$ cat config.mk
export PLATFORM = sky130hd
export DESIGN_NAME = pca_front_flat
export DESIGN_NICKNAME = d
export VERILOG_FILES = /design/src/assert_macros.svh /design/src/pca_pkg.sv /design/src/pca_if.sv /design/src/pca_front.sv /design/src/flat_wrapper.sv
export SDC_FILE = /design/constraint.sdc
export NUM_CORES = 1
export LEC_CHECK = 0
export BUFFER_PORTS_ARGS = -buffer_cell sky130_fd_sc_hd__buf_2
export CAP_MARGIN = 20
export CELL_PAD_IN_SITES_DETAIL_PLACEMENT = 1
export CELL_PAD_IN_SITES_GLOBAL_PLACEMENT = 2
export CORE_MARGIN = 2
export CORE_UTILIZATION = 29
export DETAILED_ROUTE_END_ITERATION = 8
export PLACE_DENSITY = 0.81
export SLEW_MARGIN = 20
export SYNTH_ARGS = -nofsm -noshare
export SYNTH_HDL_FRONTEND = slang
export SYNTH_SLANG_ARGS = --single-unit
$ cat constraint.sdc
create_clock -name clk -period 3.9 [get_ports clk]
set_input_delay 0 -clock clk [delete_from_list [all_inputs] [get_ports clk]]
set_output_delay 0 -clock clk [all_outputs]
set_load 0.02 [all_outputs]
$ cat src/assert_macros.svh
// Assertion macros shared by the block's modules
`ifndef ASSERT_MACROS_SVH
`define ASSERT_MACROS_SVH

// same-cycle implication
`define ASSERT_IMPL(label, clk, rst_n, ante, cons, msg) \
    label: assert property (@(posedge clk) disable iff (!rst_n) (ante) |-> (cons)) \
        else $error(msg);

// next-cycle implication
`define ASSERT_NEXT(label, clk, rst_n, ante, cons, msg) \
    label: assert property (@(posedge clk) disable iff (!rst_n) (ante) |=> (cons)) \
        else $error(msg);

`endif

$ cat src/pca_pkg.sv
// Shared types and constants of the collision avoidance block
package pca_pkg;

    localparam int COORD_BITS_DEF = 24;
    localparam int DIFF_W         = 31;
    localparam int CLAMP_W        = 34;
    localparam logic signed [CLAMP_W-1:0] DIFF_LIM = 34'sd1073741823;

    localparam int CFG_W     = 16;
    localparam int CFG_IDX_W = 2;
    localparam int OUT_W     = 32;

    localparam logic [CFG_W-1:0] MAX_ACCEL_RST       = 16'd2560;
    localparam logic [CFG_W-1:0] TIME_HORIZON_RST    = 16'd19661;
    localparam logic [CFG_W-1:0] COMBINED_RADIUS_RST = 16'd10240;

    localparam int QUEUE_DEPTH = 2;

    // iterative unit sizes
    localparam int OP_W        = 62;
    localparam int SQ_W        = 128;
    localparam int ROOT_W      = 64;
    localparam int DIV_W       = 62;
    localparam int DVD_W       = 64;
    localparam int CNT_W       = 7;
    localparam int MUL_STEPS   = 62;
    localparam int SQRT_STEPS  = 64;
    localparam int TTC_STEPS   = 16;
    localparam int MAG_STEPS   = 32;
    localparam int STEER_STEPS = 47;

    typedef enum logic [CFG_IDX_W-1:0] {
        CFG_MAX_ACCEL       = 2'd0,
        CFG_TIME_HORIZON    = 2'd1,
        CFG_COMBINED_RADIUS = 2'd2
    } cfg_idx_t;

    typedef struct packed {
        logic signed [DIFF_W-1:0] xx;
        logic signed [DIFF_W-1:0] xy;
        logic signed [DIFF_W-1:0] vx;
        logic signed [DIFF_W-1:0] vy;
        logic                     last;
    } item_t;

    typedef struct packed {
        logic [CFG_W-1:0] max_accel;
        logic [CFG_W-1:0] time_horizon;
        logic [CFG_W-1:0] combined_radius;
    } cfg_t;

endpackage

$ cat src/pca_if.sv
// Handshake channel interfaces for neighbour words and steering words
interface pca_in_if #(
    parameter int COORD_BITS = pca_pkg::COORD_BITS_DEF
);
    logic                         valid;
    logic                         ready;
    logic signed [COORD_BITS-1:0] self_pos_x;
    logic signed [COORD_BITS-1:0] self_pos_y;
    logic signed [COORD_BITS-1:0] self_vel_x;
    logic signed [COORD_BITS-1:0] self_vel_y;
    logic signed [COORD_BITS-1:0] other_pos_x;
    logic signed [COORD_BITS-1:0] other_pos_y;
    logic signed [COORD_BITS-1:0] other_vel_x;
    logic signed [COORD_BITS-1:0] other_vel_y;
    logic                         last_neighbour;

    modport source (
        output valid, self_pos_x, self_pos_y, self_vel_x, self_vel_y,
               other_pos_x, other_pos_y, other_vel_x, other_vel_y, last_neighbour,
        input  ready
    );
    modport sink (
        input  valid, self_pos_x, self_pos_y, self_vel_x, self_vel_y,
               other_pos_x, other_pos_y, other_vel_x, other_vel_y, last_neighbour,
        output ready
    );
endinterface


$ cat src/pca_front.sv
// Front end: accept neighbour words, form clamped relative position and velocity
module pca_front #(
    parameter int COORD_BITS = pca_pkg::COORD_BITS_DEF
) (
    input  logic           clk,
    input  logic           rst_n,
    pca_in_if.sink         neigh,
    output pca_pkg::item_t push_item,
    output logic           push_valid,
    input  logic           push_ready
);
    localparam int CW = pca_pkg::CLAMP_W;
    localparam int DW = pca_pkg::DIFF_W;

    logic           valid_reg, valid_next;
    pca_pkg::item_t item_reg;
    pca_pkg::item_t item_next;
    logic           accept;

    function automatic logic signed [DW-1:0] clamp_diff(
        input logic signed [COORD_BITS-1:0] a,
        input logic signed [COORD_BITS-1:0] b
    );
        logic signed [COORD_BITS:0] d;
        logic signed [CW-1:0]       e;
        d = {a[COORD_BITS-1], a} - {b[COORD_BITS-1], b};
        e = {{(CW - COORD_BITS - 1){d[COORD_BITS]}}, d};
        if (e > pca_pkg::DIFF_LIM)
        begin
            return pca_pkg::DIFF_LIM[DW-1:0];
        end
        if (e < -pca_pkg::DIFF_LIM)
        begin
            return -pca_pkg::DIFF_LIM[DW-1:0];
        end
        return e[DW-1:0];
    endfunction

    assign neigh.ready = !valid_reg || push_ready;
    assign accept      = neigh.valid && neigh.ready;
    assign push_valid  = valid_reg;
    assign push_item   = item_reg;

    always_comb
    begin
        item_next.xx   = clamp_diff(neigh.other_pos_x, neigh.self_pos_x);
        item_next.xy   = clamp_diff(neigh.other_pos_y, neigh.self_pos_y);
        item_next.vx   = clamp_diff(neigh.self_vel_x, neigh.other_vel_x);
        item_next.vy   = clamp_diff(neigh.self_vel_y, neigh.other_vel_y);
        item_next.last = neigh.last_neighbour;
        valid_next     = valid_reg;
        if (accept)
        begin
            valid_next = 1'b1;
        end
        else if (push_ready)
        begin
            valid_next = 1'b0;
        end
    end

    always_ff @(posedge clk or negedge rst_n)
    begin
        if (!rst_n)
        begin
            valid_reg <= 1'b0;
        end
        else
        begin
            valid_reg <= valid_next;
        end
    end

    always_ff @(posedge clk)
    begin
        if (accept)
        begin
            item_reg <= item_next;
        end
    end

endmodule

$ cat src/flat_wrapper.sv
// flat-port wrapper written by rule: the top's interface ports become plain ports
module pca_front_flat 
#(
    parameter int COORD_BITS = pca_pkg::COORD_BITS_DEF
)
  (clk, rst_n, push_item, push_valid, push_ready, neigh_valid, neigh_self_pos_x, neigh_self_pos_y, neigh_self_vel_x, neigh_self_vel_y, neigh_other_pos_x, neigh_other_pos_y, neigh_other_vel_x, neigh_other_vel_y, neigh_last_neighbour, neigh_ready);
  pca_in_if #(.COORD_BITS(COORD_BITS)) neigh_i ();
  input  logic clk;
  input  logic rst_n;
  output pca_pkg::item_t push_item;
  output logic push_valid;
  input  logic push_ready;
  input wire logic [$bits(neigh_i.valid)-1:0] neigh_valid;
  input wire logic [$bits(neigh_i.self_pos_x)-1:0] neigh_self_pos_x;
  input wire logic [$bits(neigh_i.self_pos_y)-1:0] neigh_self_pos_y;
  input wire logic [$bits(neigh_i.self_vel_x)-1:0] neigh_self_vel_x;
  input wire logic [$bits(neigh_i.self_vel_y)-1:0] neigh_self_vel_y;
  input wire logic [$bits(neigh_i.other_pos_x)-1:0] neigh_other_pos_x;
  input wire logic [$bits(neigh_i.other_pos_y)-1:0] neigh_other_pos_y;
  input wire logic [$bits(neigh_i.other_vel_x)-1:0] neigh_other_vel_x;
  input wire logic [$bits(neigh_i.other_vel_y)-1:0] neigh_other_vel_y;
  input wire logic [$bits(neigh_i.last_neighbour)-1:0] neigh_last_neighbour;
  output wire logic [$bits(neigh_i.ready)-1:0] neigh_ready;
  assign neigh_i.valid = neigh_valid;
  assign neigh_i.self_pos_x = neigh_self_pos_x;
  assign neigh_i.self_pos_y = neigh_self_pos_y;
  assign neigh_i.self_vel_x = neigh_self_vel_x;
  assign neigh_i.self_vel_y = neigh_self_vel_y;
  assign neigh_i.other_pos_x = neigh_other_pos_x;
  assign neigh_i.other_pos_y = neigh_other_pos_y;
  assign neigh_i.other_vel_x = neigh_other_vel_x;
  assign neigh_i.other_vel_y = neigh_other_vel_y;
  assign neigh_i.last_neighbour = neigh_last_neighbour;
  assign neigh_ready = neigh_i.ready;
  pca_front #(.COORD_BITS(COORD_BITS)) u_core (.clk(clk), .rst_n(rst_n), .neigh(neigh_i), .push_item(push_item), .push_valid(push_valid), .push_ready(push_ready));
endmodule
# After elaboration in Yosys (flattened, before gate mapping)
# Index checks and enable logic that the tools add are counted.
word_totals:
  regBits: 126
  input_bits: 197
  output_inout_bits: 127
  word_cells: 52
op_classes:
  n_addsub: 4
  n_lt_le_gt_ge: 8
  n_mux: 30
  reduce_logical: 4
op_table:
  columns: ["op", "count"]
  rows:
  - ["$mux W31", 16]
  - ["$gt A25 B31 Y1 const B", 4]
  - ["$lt A25 B31 Y1 const B", 4]
  - ["$sub A24 B24 Y25", 4]
  - ["$mux W1", 14]
  - ["$reduce_bool A2 Y1", 1]
  - ["$logic_and A1 B1 Y1", 1]
  - ["$logic_not A1 Y1", 1]
  - ["$logic_or A1 B1 Y1", 1]

# Depth between registers and ports, before layout
depth:
  ltp_word: 6
  mapped_depth: 10
  ltp_nobuf: 10

# Worst setup path before layout
# Ideal clock, no wire load.
synth_timing:
  kind: "reg2reg"
  start: "register u_core.valid_reg, in the netlist u_core.push_valid"
  end: "register u_core.item_reg, in the netlist u_core.push_item[0], enable pin"
  arrival_time_ns: 3.080
  slack_ns: 0.349
  stages_incl_launch_ff: 3
  path_buffers: 0
  period_less_slack_ns: 3.551
  path_cell_list: "dfrtp_1 nand2b_1 and2_1"
synth_between:
  elab_chain_cells: 3
synth_lines:
  columns: ["item", "line_no", "source"]
  rows:
  - ["start, declared", "pca_front.sv:15", "logic valid_reg, valid_next;"]
  - ["start signal, assigned", "pca_front.sv:70", "valid_reg <= valid_next;"]
  - ["$logic_not A1 Y1", "pca_front.sv:39", "assign neigh.ready = !valid_reg || push_ready;"]
  - ["$logic_or A1 B1 Y1", "pca_front.sv:39", null]
  - ["named net neigh_ready", "flat_wrapper.sv:23", "output wire logic [$bits(neigh_i.ready)-1:0] neigh_ready;"]
  - ["$logic_and A1 B1 Y1", "pca_front.sv:40", "assign accept = neigh.valid && neigh.ready;"]
  - ["named net u_core.accept", "pca_front.sv:18", "logic accept;"]
  - ["end signal, assigned", "pca_front.sv:78", "item_reg <= item_next;"]
  - ["end, declared", "pca_front.sv:16", "pca_pkg::item_t item_reg;"]
# The timed path passes the listed nets, and every way through them passes these cells.
# A chain may end at the register's enable or synchronous reset.

# Worst setup path after layout
layout_timing:
  start: "input neigh_other_pos_x[0]"
  end: "register u_core.item_reg, in the netlist u_core.push_item[112], data pin"
layout_between:
  elab_chain_cells: 6
  word_cells_on_any_way: 9
layout_lines:
  columns: ["item", "line_no", "source"]
  rows:
  - ["start, declared", "flat_wrapper.sv:18", "input wire logic [$bits(neigh_i.other_pos_x)-1:0] neigh_other_pos_x;"]
  - ["$sub A24 B24 Y25 (*)", "pca_front.sv:26", "d = {a[COORD_BITS-1], a} - {b[COORD_BITS-1], b};"]
  - ["$lt A25 B31 Y1", "pca_front.sv:32", "if (e < -pca_pkg::DIFF_LIM)"]
  - ["$mux W1 (2 in a row)", "pca_front.sv:32", null]
  - ["$mux W31", "pca_front.sv:36", "return e[DW-1:0];"]
  - ["$mux W31 (*)", "pca_front.sv:32", null]
# Mark *: on every way between the ends. The rest lies on a longest branch, timed or not. The select of a mux whose other input is x is not followed.

==> metrics.txt <==
cell area after layout=0.0107 sq mm; # DRC=0; Clock Tree Buf Depth=2; Pwr Density=344 mW/mm^2; Synth cell types=64; Yosys top cell area share=approximately 36%; register area share after synthesis=36.0%; H-tree depth=3; Slew HR=36.7%; First DRT Iteration DRCs=317; clock insertion delay at the later pin of the skew report=roughly 350 ps; Synth Instances=approximately 920; area of the die=0.0307 sq mm; Worst EP arrival=2210 ps; Hold Crit Class=input port to flip-flop; CTS Sinks=102; Final Setup Violations=0; final setup skew=7.75 ps; total track usage=17.0%; Worst Min Path Start=neigh_self_pos_y[0]; Syn Std Cell Area=between 0.008 and 0.009 sq mm; RR Startpoint=u_core.push_valid; drt total wl=26,700 microns; Die Y=175 microns; Routed WL per cell=16.6 microns; vias post-DR=between 7,000 and 8,000; die width=175 microns; Tcrit/Tclk final=54.0%; Mapped Avg Cell Area=9.27 sq um; first-pass GRT wire length=about 42,000 microns; via density per instance=4.77; top cells by count, synth=119 x inv_1, 101 x edfxtp_1, 96 x ha_1, 73 x a21oi_1, 73 x nand2_1; total global routing overflow=0; hold path endpoint=u_core.push_item[63]; Max Freq=475 MHz; Post-DP HPWL=between 20,000 and 25,000 microns; # rows=62; Syn Nets=around 1,200; most common cell in the netlist=inv_1; Layout area overhead=26.1%; CP endpoint kind=flip-flop; Routability Congestion=0.870; vias in the first global route=7,928; Core Region=0.0288 sq mm; final hold vios=0; initial antenna violation count=7; setup tns final=0 ps; clock buffers created by TritonCTS=9; Synth area leader=edfxtp_1; ranking of synthesized cells by area=edfxtp_1 36%, ha_1 14%, xnor2_1 5.4%; Post-synth top flop=edfxtp_1; Post-CTS Hold Buffers=5; Worst Path Max Fanout=3; status=complete, no violations; fraction of layout cells with a size suffix above 1=28.9%; Top Ports=324; worst r2r dst=u_core.push_item[50]; synth warn=0; Starting Density=between 20 and 30%; Final min period=2110 ps; Worst setup SP type=input port; path depth of the worst reg2reg path=3; Max Cap Viol=0; clock slew at reported path FFs=80 ps; post-CTS setup repair buffer count=0; flops & latches, synth=102; TritonCTS clock tree=done; r2r setup slk=1950 ps; Slew @ Worst Pin=950 ps; Worst Hold Path Cells=3; Post-synth ARST share=less than 1%; CTS root buf=clkbuf_16; Buffers on Ports=323; largest net degree at the start of global routing=between 60 and 70; LEAKAGE=5.17 nW; nets=about 1,500; DP Area=0.0104 sq mm; Max VDD drop=0.217 mV; Pre-Repair DR Iteration Count=5; cts repair resizes=0; EDFF count, synth=101; Routed Antenna Nets=0; Worst EP required=4000 ps; RSZ-0062 raised after global routing=no; WS Path Type=input port to flip-flop; Final Max Slew Viols=0
-- final cells by class --
cell class	instances	area [sq um]
Clock inverter	6	46.3
Tap cell	384	480
Fill cell	3470	18100
Sequential cell	102	3060
Clock buffer	10	229
Antenna cell	5	12.5
Inverter	119	447
Timing Repair Buffer	329	1690
Multi-Input combinational cell	657	4750
-- critical path, stage by stage --
cell	delay [ps]
buf_2	70
inv_1	30
ha_1	240
fa_1	410
nand2b_1	190
a21oi_1	250
a2111oi_2	110
o31ai_1	460
a21oi_1	170
o21bai_1	190
xor2_1	80
-- how the worst max path moves through the flow --
stage                         startpoint  slack (ps)  cells after the start                    end
detailed placement  neigh_other_pos_x[0]        1380                     11  u_core.push_item[112]
CTS                 neigh_other_pos_x[0]        1770                     11  u_core.push_item[112]
finish              neigh_other_pos_x[0]        1790                     11  u_core.push_item[112]
floorplan              u_core.push_valid         350                      2    u_core.push_item[0]
global route        neigh_other_pos_x[0]        1620                     11  u_core.push_item[112]
global placement    neigh_other_pos_x[0]        1440                     11  u_core.push_item[112]
-- per-layer routing --
layer	share of wire (%)	up-vias	GRT usage [%]
met5	0.10	-	0
met4	1.0	4	3.30
met3	5.9	18	3.37
met2	50	212	30.4
met1	43	3597	21.3
li1	-	3861	-
-- power by group --
part	switching, W	internal [W]	total (W)
Combinational	0.000826	0.000540	0.00137
Sequential	0.0000377	0.00139	0.00143
Clock	0.000456	0.000439	0.000895
-- cell usage in the layout (no fill, tap or decap), types with 4 or more instances in the layout --
cell type	netlist	routed
nand3b_1	4	4
xor2_1	30	30
nand2_1	73	73
ha_1	96	96
a21o_1	33	33
o211ai_1	7	7
o21ai_1	4	4
dlygate4sd3_1	0	5
o21a_1	17	17
nand3_1	17	17
o31a_1	4	4
a211oi_1	9	9
xnor2_1	52	52
nand4_1	12	12
o21bai_1	8	8
nor2_1	52	52
o21ai_0	42	42
nand2b_1	13	13
o2111ai_1	6	6
and3_1	6	6
a211o_1	5	5
edfxtp_1	101	101
diode_2	0	5
buf_2	3	323
a311oi_1	4	4
a31oi_1	10	10
a21oi_2	5	5
fa_1	4	4
a21oi_1	73	73
nor2b_1	15	15
nor3_1	9	9
clkbuf_16	0	9
inv_1	119	119
-- state kept, by name (all words and copies together), names as in the netlist --
signal / cells
u_core.push_item: 101
u_core.push_valid: 1
-- kinds of logic (layout without fill, tap and decap cells) --
group                    after synthesis  in the layout  share of synthesized area (%)
other                                  0              5                              0
adder cells (fa/ha/maj)              100            100                           15.1
buffers and inverters                158            464                           8.08
multiplexers                           2              2                          0.236
flip-flops                           102            102                           36.0
AND/OR/NAND/NOR                      220            220                           12.4
XOR/XNOR                              82             82                           8.45
AO/OA/AOI/OAI                        253            253                           19.7
-- stage by stage --
step	setup WS [ps]	total power, W	hold WS [ps]	util [%]	instances
after global placement	1440	0.00281	-225	36.1	1586
after detailed placement	1380	0.00283	-221	36.1	1586
after floorplan	349	0.00239	-296	-	917
after global routing	1620	0.00392	21.3	37.2	1608
after CTS	1770	0.00374	0.483	37.2	1607
final	1790	0.00369	15.8	37.2	1612
No activity file was read; power rests on OpenSTA's default activity.
