$ cat src/assert_macros.svh
// Assertion macros shared by the block's modules
`ifndef ASSERT_MACROS_SVH
`define ASSERT_MACROS_SVH

// same-cycle implication
`define ASSERT_IMPL(label, clk, rst_n, ante, cons, msg) \
    label: assert property (@(posedge clk) disable iff (!rst_n) (ante) |-> (cons)) \
        else $error(msg);

// next-cycle implication
`define ASSERT_NEXT(label, clk, rst_n, ante, cons, msg) \
    label: assert property (@(posedge clk) disable iff (!rst_n) (ante) |=> (cons)) \
        else $error(msg);

`endif

$ cat src/pca_pkg.sv
// Shared types and constants of the collision avoidance block
package pca_pkg;

    localparam int COORD_BITS_DEF = 24;
    localparam int DIFF_W         = 31;
    localparam int CLAMP_W        = 34;
    localparam logic signed [CLAMP_W-1:0] DIFF_LIM = 34'sd1073741823;

    localparam int CFG_W     = 16;
    localparam int CFG_IDX_W = 2;
    localparam int OUT_W     = 32;

    localparam logic [CFG_W-1:0] MAX_ACCEL_RST       = 16'd2560;
    localparam logic [CFG_W-1:0] TIME_HORIZON_RST    = 16'd19661;
    localparam logic [CFG_W-1:0] COMBINED_RADIUS_RST = 16'd10240;

    localparam int QUEUE_DEPTH = 2;

    // iterative unit sizes
    localparam int OP_W        = 62;
    localparam int SQ_W        = 128;
    localparam int ROOT_W      = 64;
    localparam int DIV_W       = 62;
    localparam int DVD_W       = 64;
    localparam int CNT_W       = 7;
    localparam int MUL_STEPS   = 62;
    localparam int SQRT_STEPS  = 64;
    localparam int TTC_STEPS   = 16;
    localparam int MAG_STEPS   = 32;
    localparam int STEER_STEPS = 47;

    typedef enum logic [CFG_IDX_W-1:0] {
        CFG_MAX_ACCEL       = 2'd0,
        CFG_TIME_HORIZON    = 2'd1,
        CFG_COMBINED_RADIUS = 2'd2
    } cfg_idx_t;

    typedef struct packed {
        logic signed [DIFF_W-1:0] xx;
        logic signed [DIFF_W-1:0] xy;
        logic signed [DIFF_W-1:0] vx;
        logic signed [DIFF_W-1:0] vy;
        logic                     last;
    } item_t;

    typedef struct packed {
        logic [CFG_W-1:0] max_accel;
        logic [CFG_W-1:0] time_horizon;
        logic [CFG_W-1:0] combined_radius;
    } cfg_t;

endpackage

$ cat src/pca_fifo.sv
// Short queue of classified neighbour words between front and back
module pca_fifo #(
    parameter int DEPTH = pca_pkg::QUEUE_DEPTH
) (
    input  logic           clk,
    input  logic           rst_n,
    input  pca_pkg::item_t push_item,
    input  logic           push_valid,
    output logic           push_ready,
    output pca_pkg::item_t pop_item,
    output logic           pop_valid,
    input  logic           pop_ready
);
    `include "assert_macros.svh"

    localparam int PW = $clog2(DEPTH);
    localparam int CW = $clog2(DEPTH + 1);

    pca_pkg::item_t mem_reg [DEPTH];
    logic [PW-1:0]  wr_ptr_reg, wr_ptr_next;
    logic [PW-1:0]  rd_ptr_reg, rd_ptr_next;
    logic [CW-1:0]  count_reg, count_next;
    logic           push_fire, pop_fire;

    assign push_ready = (count_reg != CW'(DEPTH));
    assign pop_valid  = (count_reg != '0);
    assign pop_item   = mem_reg[rd_ptr_reg];
    assign push_fire  = push_valid && push_ready;
    assign pop_fire   = pop_valid && pop_ready;

    always_comb
    begin
        wr_ptr_next = wr_ptr_reg;
        rd_ptr_next = rd_ptr_reg;
        count_next  = count_reg;
        if (push_fire)
        begin
            wr_ptr_next = (wr_ptr_reg == PW'(DEPTH - 1)) ? '0 : wr_ptr_reg + 1'b1;
        end
        if (pop_fire)
        begin
            rd_ptr_next = (rd_ptr_reg == PW'(DEPTH - 1)) ? '0 : rd_ptr_reg + 1'b1;
        end
        if (push_fire && !pop_fire)
        begin
            count_next = count_reg + 1'b1;
        end
        else if (pop_fire && !push_fire)
        begin
            count_next = count_reg - 1'b1;
        end
    end

    always_ff @(posedge clk or negedge rst_n)
    begin
        if (!rst_n)
        begin
            wr_ptr_reg <= '0;
            rd_ptr_reg <= '0;
            count_reg  <= '0;
        end
        else
        begin
            wr_ptr_reg <= wr_ptr_next;
            rd_ptr_reg <= rd_ptr_next;
            count_reg  <= count_next;
        end
    end

    always_ff @(posedge clk)
    begin
        if (push_fire)
        begin
            mem_reg[wr_ptr_reg] <= push_item;
        end
    end

    `ASSERT_IMPL(a_count_bound, clk, rst_n, 1'b1, count_reg <= CW'(DEPTH), "queue overfilled")
    `ASSERT_NEXT(a_count_up, clk, rst_n, push_fire && !pop_fire, count_reg == $past(count_reg) + 1'b1, "queue count lost a word")

endmodule

$ cat config.mk
export PLATFORM = sky130hd
export DESIGN_NAME = pca_fifo
export DESIGN_NICKNAME = d
export VERILOG_FILES = /design/src/pca_pkg.sv /design/src/pca_fifo.sv
export VERILOG_INCLUDE_DIRS = /design/src /design/src/src
export SDC_FILE = /design/constraint.sdc
export NUM_CORES = 1
export LEC_CHECK = 0
export BUFFER_PORTS_ARGS = -buffer_cell sky130_fd_sc_hd__buf_2
export CAP_MARGIN = 15
export CORE_MARGIN = 2
export CORE_UTILIZATION = 40
export DETAILED_ROUTE_END_ITERATION = 8
export GPL_ROUTABILITY_DRIVEN = 0
export PLACE_DENSITY = 0.62
export SYNTH_ARGS = -nofsm -noshare
export SYNTH_HDL_FRONTEND = slang
export SYNTH_SLANG_ARGS = --single-unit
export TNS_END_PERCENT = 20
$ cat constraint.sdc
create_clock -name clk -period 10.9 [get_ports clk]
set_input_delay 1.635 -clock clk [delete_from_list [all_inputs] [get_ports clk]]
set_output_delay 1.635 -clock clk [all_outputs]
set_load 0.02 [all_outputs]
# After elaboration in Yosys (flattened, before gate mapping)

Memory sizes are Yosys's and may differ from the RTL's.
Cells that the tools add are included.

Reductions and logical operators: 8
Muxes and demuxes: 6
Add/subtract/negate cells: 4
Equal/unequal tests: 1

Operator list:

| kind                                                               | count |
|---|---|
| 1-bit logical AND                                                  | 4 |
| 1-bit 2-to-1 mux                                                   | 4 |
| 2-bit 2-to-1 mux                                                   | 2 |
| 2-bit nonzero test                                                 | 2 |
| 1-bit adder, second input constant                                 | 2 |
| 2-bit by 1-bit adder with 2-bit output, second input constant      | 1 |
| 1-bit logical NOT                                                  | 2 |
| 2-bit != test, second input constant                               | 1 |
| 2-bit by 1-bit subtractor with 2-bit output, second input constant | 1 |

Bits in registers: 4
Input port bits: 129
Memories: 1
Logic and storage cells: 23
Bits in writable memories: 250
Output and inout bits: 127

Memories:

| memory  | words | width | rd ports | clocked after memory_dff | wr ports | RTL line       | text |
|---|---|---|---|---|---|---|---|
| mem_reg | 2     | 125   | 1        | 0                        | 1        | pca_fifo.sv:19 | `pca_pkg::item_t mem_reg [DEPTH];` |

# Longest topological paths before layout

Gate-level depths: netlist (run 1).

Depth in word-level cells: 6
Mapped depth: 7

# Worst setup path after synthesis (run 1)

No wires, ideal clock.

Path type: input to register
Start: input port push_valid
End: memory mem_reg[0][0] (netlist bit), enable pin
Data required time: 10.289 ns
Stages: 2
Arrival: 6.926 ns
Path buffers: 0
Path slack: 3.363 ns
Cell sequence: nand2_1 nor2_1

Word-level cells in the longest chain between the ends: 3

RTL lines:

| item                                   | RTL line       | text |
|---|---|---|
| start: declaration                     | pca_fifo.sv:8  | `input logic push_valid,` |
| 1-bit logical AND                      | pca_fifo.sv:28 | `assign push_fire = push_valid && push_ready;` |
| 1-bit 2-to-1 mux                       | pca_fifo.sv:72 | `if (push_fire)` |
| 1-bit 2-to-1 mux (implied by the code) | pca_fifo.sv:74 | `mem_reg[wr_ptr_reg] <= push_item;` |
| end: declaration                       | pca_fifo.sv:19 |  |

No other way between the ends.

==> results of run 1 <==
## kinds of logic after synthesis
| kind of cell | count (synthesis) | synth area share (%) |
|---|---|---|
| xor+xnor | 5 | 0.468 |
| mux | 125 | 16.6 |
| buf+inv | 15 | 1.19 |
| flops | 254 | 81.2 |
| fa+ha+maj | 1 | 0.134 |
| simple gates | 7 | 0.361 |
## worst register-to-register path: cells and delay by family (launching register included)
family | cells | cell delay, ps
buffers and inverters | 1 | 860
DFF | 1 | 410
and+or+nand+nor | 2 | 940
## through the flow
| step | setup WS (ps) | utilization, % |
|---|---|---|
| final | 6210 | 51.4 |
| after global routing | 6010 | 51.4 |
| after CTS | 6100 | 51.4 |
| after detailed placement | 6690 | 48.0 |
| after global placement | 6750 | 48.0 |
| after floorplan | 3360 | - |
## synth_stat cells (all sizes together)
cell type	instances
inv	1
mux2	125
ha	1
edfxtp	250
dfrtp	4
nor2	2
buf	14
nand2	2
nand2b	1
or2	1
xnor2	3
xor2	2
and3	1
## worst min path at each step
| stage | startpoint | to | cells after the start |
|---|---|---|---|
| finish | count_reg[1] | count_reg[1] | 1 |
| global route | count_reg[1] | count_reg[1] | 1 |
| CTS | count_reg[1] | count_reg[1] | 1 |
| detailed placement | count_reg[1] | count_reg[1] | 1 |
| global placement | count_reg[1] | count_reg[1] | 1 |
| floorplan | count_reg[1] | count_reg[1] | 1 |
## cell type report
type,instances,area (um2),share of cell area [%]
Clock buffer,32,673,5.73
Clock inverter,15,106,0.905
Inverter,1,3.75,0.0319
Multi-Input combinational cell,138,1660,14.1
Sequential cell,254,7610,64.8
Tap cell,313,392,3.33
Timing Repair Buffer,259,1310,11.1
## per-layer routing
layer	up-vias	GRT usage, %
met5	-	0
met4	8	5.02
met3	42	6.31
met2	206	22.4
met1	2282	15.5
li1	2177	-
## power breakdown
group | switching (mW) | internal [mW]
registers | 0.0969 | 1.34
logic | 0.620 | 0.441
clock network | 0.344 | 0.461
==> summary.md, run 1 <==
| Metric | Value |
|---|---|
| CP endpoint | pop_item[3] |
| H-tree depth | 1 |
| Clock Path Buffers | 3 |
| Pleak | 4.48 nW |
| Synthesized flop and latch total | ~250 |
| Min Tclk post-route | around 4700 ps |
| Vias in the first global route | 4995 |
| Row count | between 50 and 60 |
| Post-Syn Area | about 9400 um2 |
| CP endpoint kind | output pin |
| Max incr delay on CP | between 900 and 1000 ps |
| Worst hold path type | flop to flop |
| Initial DRT Pass Iterations | 4 |
| Slowest stage cell, crit path | dfrtp_4 |
| Crit path kind | flop to output pin |
| CP arrival | between 3000 and 4000 ps |
| Setup_tns | 0 ps |
| PD cells | between 200 and 300 nW/um2 |
| Post-DP Area | 11000 um2 |
| Mapped Avg Cell Area | approximately 23 um2 |
| Die W | 157 um |
| I/O pin total | about 260 |
| Met1 Wirelength | slightly below 7000 um |
| Setup bufs post-CTS | 0 |
| Max Cap Viol | 0 |
| DRT iter0 DRCs | 207 |
| Hold WS | between 500 and 600 ps |
| Critical Path Stages | 3 |
| Syn-to-layout area delta | 25.5% |
| Clk_lat worst skew | roughly 520 ps |
| All-Layer GR Usage | a little over an eighth |
| Routed len/inst | 17.4 um |
| Max-slew headroom | between 30% and 40% |
| # fillers | approximately 1900 |
| Final nets | between 800 and 900 |
| Syn nets | 537 |
| Die H | roughly 160 um |
| RSZ-0062 raised after global routing | false |
| Top cells by area, synth | edfxtp_1 (80%), mux2_2 (10%), mux2_4 (6.4%), dfrtp_1 (1.1%), buf_6 (0.72%) |
| Routed Antenna Nets | 0 |
| Core ar. | 22800 um2 |
| Pin count of the biggest net entering global routing | ~70 |
| Starting Density | between 40% and 50% |
| CP delay by family, top | buffers and inverters |
| Routed wl met3 | slightly below 2000 um |
| Die area | 24700 um2 |
| Cells after DPL | between 900 and 1000 |
| Critical path peak fanout | 65 |
| Initial antenna violation count | 5 |
| Worst reg-to-reg path cell count | 3 |
| Top Metal Used | met5 |
| Actual slew at the worst max-slew pin | between 900 and 1000 ps |
| Yosys top cell area share | between 80% and 90% |
| IO Port Bufs | 255 |
| Vias/cell | roughly 4.7 |
| Sequential fraction of the synthesis area | roughly four fifths |
| Wire length of the first global-routing pass | approximately 26000 um |
| Post-cts sizing count | 0 |
| Final Hold Vio Count | 0 |
| Clock Sink Count | 254 |
| Non-filler cells, final | a little over 1000 |
| Post-synthesis cell count | approximately 400 |
| Wire length on met2 | ~8200 um |
| Power Total | 3.30 mW |
| Worst reg2reg path endpoint | mem_reg[1][75] |
| Total CTS buffers | 26 |
| Share of cells above drive strength 1 | about three fifths |
| Status | finished, final reports clean |
| Post-synth cell types | 15 |
| Setup violations, final | 0 |
| N_diodes | 0 |
| Synthesis Warnings | 0 |
| Clk root buf | clkbuf_16 |
| Period utilization | a little over two fifths |
| Worst vdd ir | around 0.18 mV |
| Crit-path cells | buf_4, mux2_2, buf_2 |
| Post-DP HPWL | 11800 um |
| Grt total ovfl | 0 |
| R2r setup slk | 8230 ps |
| Crit. Startpoint | rd_ptr_reg |
| Final Max Slew Viols | 0 |
| Max reg flops | 250 |
| Critical path startpoint category | flop |
| Remaining DRCs | 0 |
| Cts hold-fix bufs | 0 |
| Clk slew on worst S/H paths | about 60 ps |
| R2R Path Start | count_reg[0] |
| F_max | 213 MHz |
| Post-route cell area | approximately 12000 um2 |
| Most frequent cells in the layout | buf_2 (255), edfxtp_1 (250), mux2_2 (85) |
| CP Data Required Time | around 9300 ps |
| Via count | roughly 4700 |
| Clk_skew | about 16 ps |
| Most common cell after layout, fill and taps aside | buf_2 |
| CP Buf/Inv Count | 2 |
| Final WL | roughly 18000 um |
| CTS tree | built |
| Synth area leader | edfxtp_1 |
Power figures use the tool's default switching activity.
==> inputs of run 2 (changes only) <==
==> constraint.sdc (replaced) <==
create_clock -name clk -period 4.36 [get_ports clk]
set_input_delay 0.654 -clock clk [delete_from_list [all_inputs] [get_ports clk]]
set_output_delay 0.654 -clock clk [all_outputs]
set_load 0.02 [all_outputs]
==> run 2 against run 1 <==
  * Register-to-register slack lost 6100 ps
  * Via count decreased by 0.11%
  * Die area unchanged
  * Sequential power grew 150%
  * First-iteration DRC count fell by 11%
  * Non-clock buffer count up 2
  * Routed wire length up 1.7%
  * Clock skew rose by 6.5 ps
  * Count of clock-buffer cells in the layout stayed put
  * Critical path depth is the same
  * Combinational power grew to 2.6 times the previous value
  * Critical endpoint is now pop_item[10]
  * Largest cell class unchanged
  * Largest power group unchanged
==> summary.md, run 2 (synthesized netlist as in run 1, its figures left out) <==
| Metric | Value |
|---|---|
| Status | finished, final reports clean |
| H-tree depth | 1 |
| Period utilization | a little over two thirds |
| Post-DP HPWL | roughly 12000 um |
| Via count | about 4700 |
| IO Port Bufs | around 260 |
| Max reg flops | between 200 and 300 |
| Final Util | between 50 and 60% |
| Row count | between 50 and 60 |
| Pleak | around 4.5 nW |
| Switching share of power | about a third |
| Share of cells above drive strength 1 | between 60% and 70% |
| Final nets | 813 |
| Most frequent cells in the layout | buf_2 (255), edfxtp_1 (250), mux2_2 (85) |
| Core ar. | between 20000 and 25000 um2 |
| RSZ-0062 raised after global routing | false |
| Reg area | 7610 um2 |
| Grt total ovfl | 0 |
| Critical path startpoint category | flop |
| Final Max Slew Viols | 0 |
| Final Hold Vio Count | 0 |
| Clk_skew | 22.2 ps |
| Clk_lat worst skew | between 500 and 600 ps |
| # fillers | ~1900 |
| Sw power | about 2.7 mW |
| Min Tclk post-route | ~3100 ps |
| Max incr delay on CP | ~730 ps |
| Vias/cell | 4.62 |
| Wire length of the first global-routing pass | between 20000 and 30000 um |
| Power Total | roughly 8.4 mW |
| Cell depth of the worst min-delay path | 1 |
| Routed Antenna Nets | 0 |
| CP delay by family, top | flip-flops |
| All-Layer GR Usage | 14.0% |
| Clk root buf | clkbuf_16 |
| Critical path peak fanout | 38 |
| Max Cap Viol | 0 |
| Reg power frac | 42.4% |
| CP Buf/Inv Count | 2 |
| CTS tree | built |
| Clock power share | about a quarter |
| Setup bufs post-CTS | 0 |
| Slowest stage cell, crit path | dfrtp_4 |
| Die area | between 20000 and 25000 um2 |
| CP arrival | ~2400 ps |
| CP endpoint kind | output pin |
| Clock Path Buffers | 3 |
| Int Pwr | 5.66 mW |
| Cts hold-fix bufs | 1 |
| I/O pin total | ~260 |
| Hold Path End | mem_reg[1][112] |
| Remaining DRCs | 0 |
| CP Data Required Time | about 3700 ps |
| Worst hold path type | primary input to flop |
| Worst vdd ir | 0.408 mV |
| Hold Startpoint | push_item[112] |
| R2R Path Start | count_reg[0] |
| Logic pwr share | 32.5% |
| Worst reg-to-reg path cell count | 3 |
| Final WL | approximately 18000 um |
| Syn-to-layout area delta | 26.5% |
| Max-slew headroom | around 38% |
| Post-cts sizing count | 0 |
| Initial antenna violation count | 4 |
| PD cells | roughly 710 nW/um2 |
| Clock Sink Count | roughly 250 |
| Total CTS buffers | 27 |
| Routed len/inst | approximately 18 um |
| Starting Density | roughly 41% |
| Multi-input logic area | ~1700 um2 |
| Actual slew at the worst max-slew pin | ~930 ps |
| DRT iter0 DRCs | roughly 190 |
| Vias in the first global route | roughly 5000 |
| Clk slew on worst S/H paths | 60 ps |
| Die W | about 160 um |
| Worst reg2reg path endpoint | mem_reg[1][49] |
| Crit path kind | flop to output pin |
| Setup violations, final | 0 |
| Pin count of the biggest net entering global routing | 67 |
| Initial DRT Pass Iterations | 4 |
| R2r setup slk | 2130 ps |
| Most common cell after layout, fill and taps aside | buf_2 |
| Crit-path cells | buf_4, mux2_2, buf_2 |
| Die H | 157 um |
| F_max | about 330 MHz |
| Setup_tns | 0 ps |
## run 2: changes by cell type in the layout (fill, tap and decap cells not counted), sizes merged
cell,previous run,this run
buf,259,260
clkinv,14,15
clkinvlp,0,1
diode,0,2
dlygate4sd3,0,1
inv,1,2
## run 2: final cells by class
cell class | instances | area share, %
multi-input combinational | 138 | 14.0
clock inverter | 18 | 1.11
antenna | 2 | 0.0422
inverter | 1 | 0.0317
timing repair buffer | 261 | 11.4
tap | 313 | 3.31
sequential | 254 | 64.2
clock buffer | 32 | 5.86
## run 2: power by group through the flow
stage | clock network, mW | registers (mW) | logic [mW]
3_5_place_dp | 0 | 3.61 | 2.76
6_report | 2.10 | 3.55 | 2.72
4_1_cts | 2.15 | 3.56 | 2.76
3_3_place_gp | 0 | 3.57 | 2.73
2_1_floorplan | 0 | 3.52 | 2.03
5_1_grt | 2.26 | 3.60 | 2.90
## run 2: per-stage QoR
step	area, um2	setup slack (ps)	hold slack (ps)	instances
after global routing	11800	1170	270	1017
after CTS	11800	1240	275	1017
after floorplan	9370	239	358	407
after global placement	11000	1890	461	966
after detailed placement	11000	1830	464	966
final	11800	1300	293	1019
## run 2: how the worst max path moves through the flow
stage                         end  cells past startpoint  slack [ps]         start
finish               pop_item[10]                      3        1300    rd_ptr_reg
global route          pop_item[5]                      3        1170    rd_ptr_reg
CTS                  pop_item[10]                      3        1240    rd_ptr_reg
detailed placement   pop_item[10]                      3        1830    rd_ptr_reg
global placement      pop_item[8]                      3        1890    rd_ptr_reg
floorplan           mem_reg[1][0]                      2         240  count_reg[0]
## run 2: routing by layer
layer | vias up | GRT usage (%) | wire length, um
met5 | - | 0 | 25
met4 | 4 | 4.89 | 573
met3 | 43 | 6.19 | 1890
met2 | 202 | 23.3 | 8540
met1 | 2282 | 16.1 | 6820
li1 | 2179 | - | -
## run 2: worst register-to-register path: stages (launching register included)
cell      delay (ps)
dfrtp_1          400
nand2b_1         170
and3_4           770
buf_12           490
